==> src/rtl/biou_pkg.sv <==
// Shared types and constants for the box overlap ratio unit.
// No dependencies; imported by every module of the block.
package biou_pkg;

  localparam int FRAC_BITS = 16;
  localparam int COORD_W   = FRAC_BITS + 1;
  localparam int AREA_W    = 2 * COORD_W;
  localparam int UNION_W   = AREA_W + 1;
  localparam int REM_W     = UNION_W + 1;
  localparam int RATIO_W   = FRAC_BITS + 1;
  // extents, products, divider input capture, RATIO_W divider stages, output
  localparam int LATENCY   = RATIO_W + 4;

  localparam logic [COORD_W-1:0] THRESH_RESET = COORD_W'(1) << (FRAC_BITS - 1);
  localparam logic [RATIO_W-1:0] RATIO_ONE    = RATIO_W'(1) << FRAC_BITS;

  typedef struct packed {
    logic [COORD_W-1:0] first_xmin;
    logic [COORD_W-1:0] first_ymin;
    logic [COORD_W-1:0] first_xmax;
    logic [COORD_W-1:0] first_ymax;
    logic [COORD_W-1:0] second_xmin;
    logic [COORD_W-1:0] second_ymin;
    logic [COORD_W-1:0] second_xmax;
    logic [COORD_W-1:0] second_ymax;
  } biou_in_t;

  typedef struct packed {
    logic [RATIO_W-1:0] overlap_ratio;
    logic               meets_threshold;
    logic               empty_union;
  } biou_out_t;

  function automatic logic [COORD_W-1:0] extent(input logic [COORD_W-1:0] lo,
                                                input logic [COORD_W-1:0] hi);
    return (hi > lo) ? (hi - lo) : '0;
  endfunction

endpackage

==> src/rtl/biou_divider.sv <==
// Pipelined restoring divider: intersection * 2^FRAC_BITS / union, one
// quotient bit per stage. Depends on biou_pkg.
module biou_divider
  import biou_pkg::*;
(
  input  logic               clk,
  input  logic               rst_n,
  input  logic               in_valid,
  input  logic [AREA_W-1:0]  in_inter,
  input  logic [UNION_W-1:0] in_union,
  input  logic               in_empty,
  output logic               out_valid,
  output logic [RATIO_W-1:0] out_quot,
  output logic               out_empty
);

  logic               vld_r [0:RATIO_W];
  logic [UNION_W-1:0] rem_r [0:RATIO_W];
  logic [UNION_W-1:0] div_r [0:RATIO_W];
  logic [RATIO_W-1:0] quo_r [0:RATIO_W];
  logic               emp_r [0:RATIO_W];

  always_ff @(posedge clk) begin
    if (!rst_n) begin
      vld_r[0] <= 1'b0;
    end else begin
      vld_r[0] <= in_valid;
    end
    rem_r[0] <= UNION_W'(in_inter);
    div_r[0] <= in_union;
    quo_r[0] <= '0;
    emp_r[0] <= in_empty;
  end

  for (genvar k = 0; k < RATIO_W; k++) begin : g_stage
    logic [REM_W-1:0] trial;
    logic [REM_W-1:0] diff;
    logic             ge;

    // first stage tests the integer bit, later ones shift in a zero
    assign trial = (k == 0) ? {1'b0, rem_r[k]} : {rem_r[k], 1'b0};
    assign diff  = trial - {1'b0, div_r[k]};
    assign ge    = ~diff[REM_W-1];

    always_ff @(posedge clk) begin
      if (!rst_n) begin
        vld_r[k+1] <= 1'b0;
      end else begin
        vld_r[k+1] <= vld_r[k];
      end
      rem_r[k+1] <= ge ? diff[UNION_W-1:0] : trial[UNION_W-1:0];
      div_r[k+1] <= div_r[k];
      quo_r[k+1] <= {quo_r[k][RATIO_W-2:0], ge};
      emp_r[k+1] <= emp_r[k];
    end
  end

  assign out_valid = vld_r[RATIO_W];
  assign out_quot  = quo_r[RATIO_W];
  assign out_empty = emp_r[RATIO_W];

endmodule

==> config.mk <==
export PLATFORM = sky130hd
export DESIGN_NAME = biou_divider
export DESIGN_NICKNAME = d
export VERILOG_FILES = /design/src/rtl/biou_pkg.sv /design/src/rtl/biou_divider.sv
export SDC_FILE = /design/constraint.sdc
export NUM_CORES = 2
export LEC_CHECK = 0
export BUFFER_PORTS_ARGS = -buffer_cell sky130_fd_sc_hd__buf_4
export CAP_MARGIN = 40
export CORE_MARGIN = 5
export CORE_UTILIZATION = 50
export CTS_CLUSTER_DIAMETER = 50
export DETAILED_ROUTE_END_ITERATION = 7
export PLACE_DENSITY = 0.77
export SYNTH_ARGS = -nofsm -noshare
export SYNTH_HDL_FRONTEND = slang
export SYNTH_SLANG_ARGS = --single-unit
==> constraint.sdc <==
create_clock -name clk -period 3.8 [get_ports clk]
set_input_delay 0.57 -clock clk [delete_from_list [all_inputs] [get_ports clk]]
set_output_delay 0.57 -clock clk [all_outputs]
set_load 0.005 [all_outputs]
After elaboration in Yosys (flattened, before gate mapping) --
Memories as Yosys holds them, arrays and structs flattened. Cells that the tools add are included.
Operators by class: $add $sub $neg 17, mux-type cells 37, bitwise logic cells 35
Operators by type and width (count):
- $mux 35 | 17
- $sub 36x35->36 | 16
- $sub 35x35->36 | 1
- $mux 1 | 20
- $or 1x1->1 | 18
- $not 1->1 | 17
Storage, ports and cells: register bits 0, RAM bits 1602, input bits 73, output and inout port bits 19, logic and storage cells 94, memories 5
Memory list:
- div_r | words 18, bits a word 35, read ports 17, clocked after memory_dff 0, write ports 18, RTL line biou_divider.sv:19 | logic [UNION_W-1:0] div_r [0:RATIO_W];
- rem_r | words 18, bits a word 35, read ports 17, clocked after memory_dff 0, write ports 18, RTL line biou_divider.sv:18 | logic [UNION_W-1:0] rem_r [0:RATIO_W];
- quo_r | words 18, bits a word 17, read ports 18, clocked after memory_dff 0, write ports 18, RTL line biou_divider.sv:20 | logic [RATIO_W-1:0] quo_r [0:RATIO_W];
- emp_r | words 18, bits a word 1, read ports 18, clocked after memory_dff 0, write ports 18, RTL line biou_divider.sv:21 | logic emp_r [0:RATIO_W];
- vld_r | words 18, bits a word 1, read ports 18, clocked after memory_dff 0, write ports 18, RTL line biou_divider.sv:17 | logic vld_r [0:RATIO_W];

Longest topological paths before layout --
An unclocked memory read counts as a cell.
word-level depth 3, gate-level depth with buffers 16, mapped depth without buffers 14

Least setup slack after synthesis --
OpenSTA, ideal clock, no wires.
path kind reg2reg, start memory div_r[3][1] (netlist name), end memory rem_r[4][10] (netlist name), setup time 0.123 ns, arrival 3.627 ns, required time 3.677 ns, slack 0.050 ns, cell stages (with the launch flop) 16, buffers on the path 1, clock period less this slack 3.750 ns, cells stage by stage dfxtp_1 > inv_1 > ha_1 > nor2b_1 > o31a_1 > o21a_1 > o31ai_4 > a311o_1 > a21boi_1 > a311o_1 > a31oi_2 > mux2i_1 > nor2_2 > inv_2 > buf_2 > mux2_1
RTL lines (RTL line):
- from (decl) | biou_divider.sv:19
- to (decl) | biou_divider.sv:18

==> results.py <==
metrics = {
    "clock_network": {
        "clock-sinks": 1378,
        "cts_tree": "yes",
        "clock_latency_ns": 0.77,
        "cts-root-buf": "clkbuf_16",
        "htreeDepth": 4,
        "cts.clk_slew.worst_paths_ns": 0.06,
        "ctsLongestPathBuffers": 3,
        "cts_buffers": 159,
    },
    "sta": {
        "worstMarginPinSlew_ns": 0.726,
        "finalClockSkew_ns": 0.0260,
        "fin_crit_sh_pct": 98.6,
        "max_freq_mhz": 267,
        "rsz0062_at_grt": "yes",
        "relSlewSlack_pct": 51.1,
        "finalSetupViolCount": 0,
        "fin_setup_tns_ns": 0,
        "min_period_ns": 3.75,
        "report.final.slew_viol_count": 0,
        "hold_viol": 0,
    },
    "layout": {
        "instances_no_fill": 8773,
        "final_util_pct": 59.4,
        "drive_gt1_share_pct": 16.6,
        "area_growth_pct": 18.6,
        "fillers": 10157,
        "diodes": 0,
        "fin_nets": 7656,
        "fin_area_sq_mm": 0.0755,
        "multi_input_area_sq_mm": 0.0338,
        "seq_area_sq_mm": 0.0276,
    },
    "global_routing": {
        "grt_max_degree": 42,
        "grtUsageTotal_pct": 18.5,
        "grt_overflow_total": 0,
        "grt_pass1_vias": 47508,
        "antenna_found_initial": 0,
        "grt_pass1_wl_microns": 215000,
    },
    "logic_synthesis": {
        "syn_avg_cell_area_sq_um": 9.81,
        "synthFlopType": "dfxtp_1",
        "synth_edf_count": 0,
        "seq_area_frac_synth_pct": 43.3,
        "synthCells": 6487,
        "syn-cell-area_sq_mm": 0.0637,
        "async_flop_share_pct": 0,
        "syn-num-nets": 7154,
        "yosysWarnings": 0,
        "ys_ff_latch": 1378,
        "yosysUniqueCellTypes": 92,
    },
    "routing": {
        "num_vias": 46841,
        "wl_microns": 132000,
        "first_iter_violations": 2133,
        "vias_per_cell": 5.34,
        "drcViolationCount": 0,
        "drt_pre_antenna_iters": 6,
        "wl_per_cell_microns": 15.1,
        "drtAntennaViolNets": 0,
    },
    "place": {
        "dpl.hpwl_microns": 94300,
        "gp_congestion": 0.920,
        "portBuffers": 91,
        "postPlaceCellArea_sq_mm": 0.0682,
        "place_inst": 8382,
    },
    "flow_run": {
        "maxCapViolations": 0,
    },
    "pwr": {
        "leakagePower_nw": 35.4,
        "total_power_w": 0.0776,
        "powerDensity_mw_per_mm2": 1030,
        "ir_drop_uv": 535,
    },
    "floorplan": {
        "io_pins": 92,
        "fp.coreArea_sq_mm": 0.127,
        "num_rows": 131,
        "die_area_sq_mm": 0.135,
        "start_util_pct": 50.1,
        "die_h_microns": 367,
        "chipWidth_microns": 367,
    },
    "hold_path": {
        "min-delay-start": "rst_n",
        "hold_class": "input port to flop",
    },
    "critical_path": {
        "start_kind": "flop",
        "worst_ep_arrival_time_ns": 4.40,
        "crit_required_ns": 4.45,
        "cp-startpoint": "div_r[7][6]",
        "worst-path-max-fanout": 6,
        "r2r-start": "div_r[7][6]",
        "worstSetupPathType": "flop to flop",
        "end_kind": "flop",
    },
    "run_status": {
        "status": "finished clean",
    },
}
[flip-flops by register name (all words and copies together), names as in the netlist]
name / count
emp_r: 18
rem_r: 594
vld_r: 18
div_r: 595
quo_r: 153
[logic make-up (layout without fill, tap and decap cells)]
kind of cell	Yosys count	after routing	synth area share, %
adder cells (fa/ha/maj)	594	594	11.9
XOR/XNOR	491	491	6.80
AND/OR/NAND/NOR	1097	1097	8.35
buffers and inverters	817	1441	4.92
multiplexers	469	469	8.27
AO/OA/AOI/OAI	1641	1641	16.5
flip-flops	1378	1378	43.3
[stage by stage]
stage / setup slack, ns / hold WS [ns]
finish: 0.0515 / 0.108
floorplan: 0.0501 / 0.310
global route: -0.122 / 0.0777
detailed placement: -0.290 / 0.312
global placement: -0.206 / 0.310
CTS: -0.0202 / 0.0368
[power by group]
| group | total [W] | internal [W] | switching, W |
|---|---|---|---|
| Sequential | 0.0214 | 0.0191 | 0.00224 |
| Clock | 0.0150 | 0.00914 | 0.00588 |
| Combinational | 0.0412 | 0.0212 | 0.0200 |
| Total | 0.0776 | 0.0494 | 0.0282 |
[repair_timing]
item                                   4_1_cts  5_1_grt
setup endpoints to repair                  162      496
hold buffers                                71        0
resized for setup                           19      150
buffers inserted                             2       15
cloned                                       1       19
endpoints found under the hold margin       71        0
pin swaps                                    7       41
[placed cells by master (no fill, tap or decap), drive strengths merged, types with 16 or more instances in the layout]
cell and count:
and2 61, o21bai 65, ha 578, dfxtp 1378, a21oi 509, nand2b 63
a21boi 17, nand2 304, buf 364, nor2 272, inv 727, o211ai 37
clkinv 28, nand4 48, clkbuf 232, o21ai 314, xor2 171, a31oi 68
and3 50, a21o 294, o41ai 16, nor3 58, nor2b 77, o21a 78
o31ai 35, dlygate4sd3 71, or3 24, mux2 456, xnor2 320, a211oi 54
fa 16, nand3 87
[routing by layer]
metal	track usage (%)	vias to the layer above	share of wire [%]
li1	-	23602	-
met1	19.7	21667	39
met2	35.0	1107	52
met3	2.85	465	3.4
met4	9.96	0	5.5
met5	0	-	0
[Yosys cell counts (all sizes together), types with 78 or more instances]
master | n | share of area [%]
nand2 | 304 | 1.8
a21oi | 509 | 4.0
inv | 709 | 4.2
nand3 | 87 | 0.68
xor2 | 171 | 2.4
a21o | 294 | 3.5
o21ai | 314 | 2.5
dfxtp | 1378 | 43
o21a | 78 | 0.92
mux2 | 456 | 8.1
xnor2 | 320 | 4.4
ha | 578 | 11
nor2 | 272 | 1.6
[layout make-up]
type / count / share of cell area (%)
multi-input combinational: 4292 / 44.8
clock inverter: 65 / 0.981
sequential: 1378 / 36.6
clock buffer: 218 / 6.01
tap: 1662 / 2.75
inverter: 709 / 3.53
timing repair buffer: 449 / 5.41
[critical path: stages, from the launching register on]
cell      delay (ns)
dfxtp_2         0.32
inv_1           0.06
ha_4            0.22
a21oi_4         0.17
o21ai_2         0.08
o41ai_2         0.28
buf_4           0.18
nor2b_4         0.13
buf_6           0.12
a21oi_2         0.07
or3_4           0.39
o31a_1          0.36
a211oi_2        0.26
buf_4           0.18
xor2_4          0.28
buf_12          0.18
mux2_2          0.33
[final timing paths]
| path | end | slack (ns) | cells past startpoint |
|---|---|---|---|
| min reg2reg | emp_r[5] | 0.31 | 0 |
| max | rem_r[8][1] | 0.05 | 16 |
| max reg2reg | rem_r[8][1] | 0.05 | 16 |
| min | vld_r[1] | 0.11 | 2 |
Power figures use the tool's default switching activity.
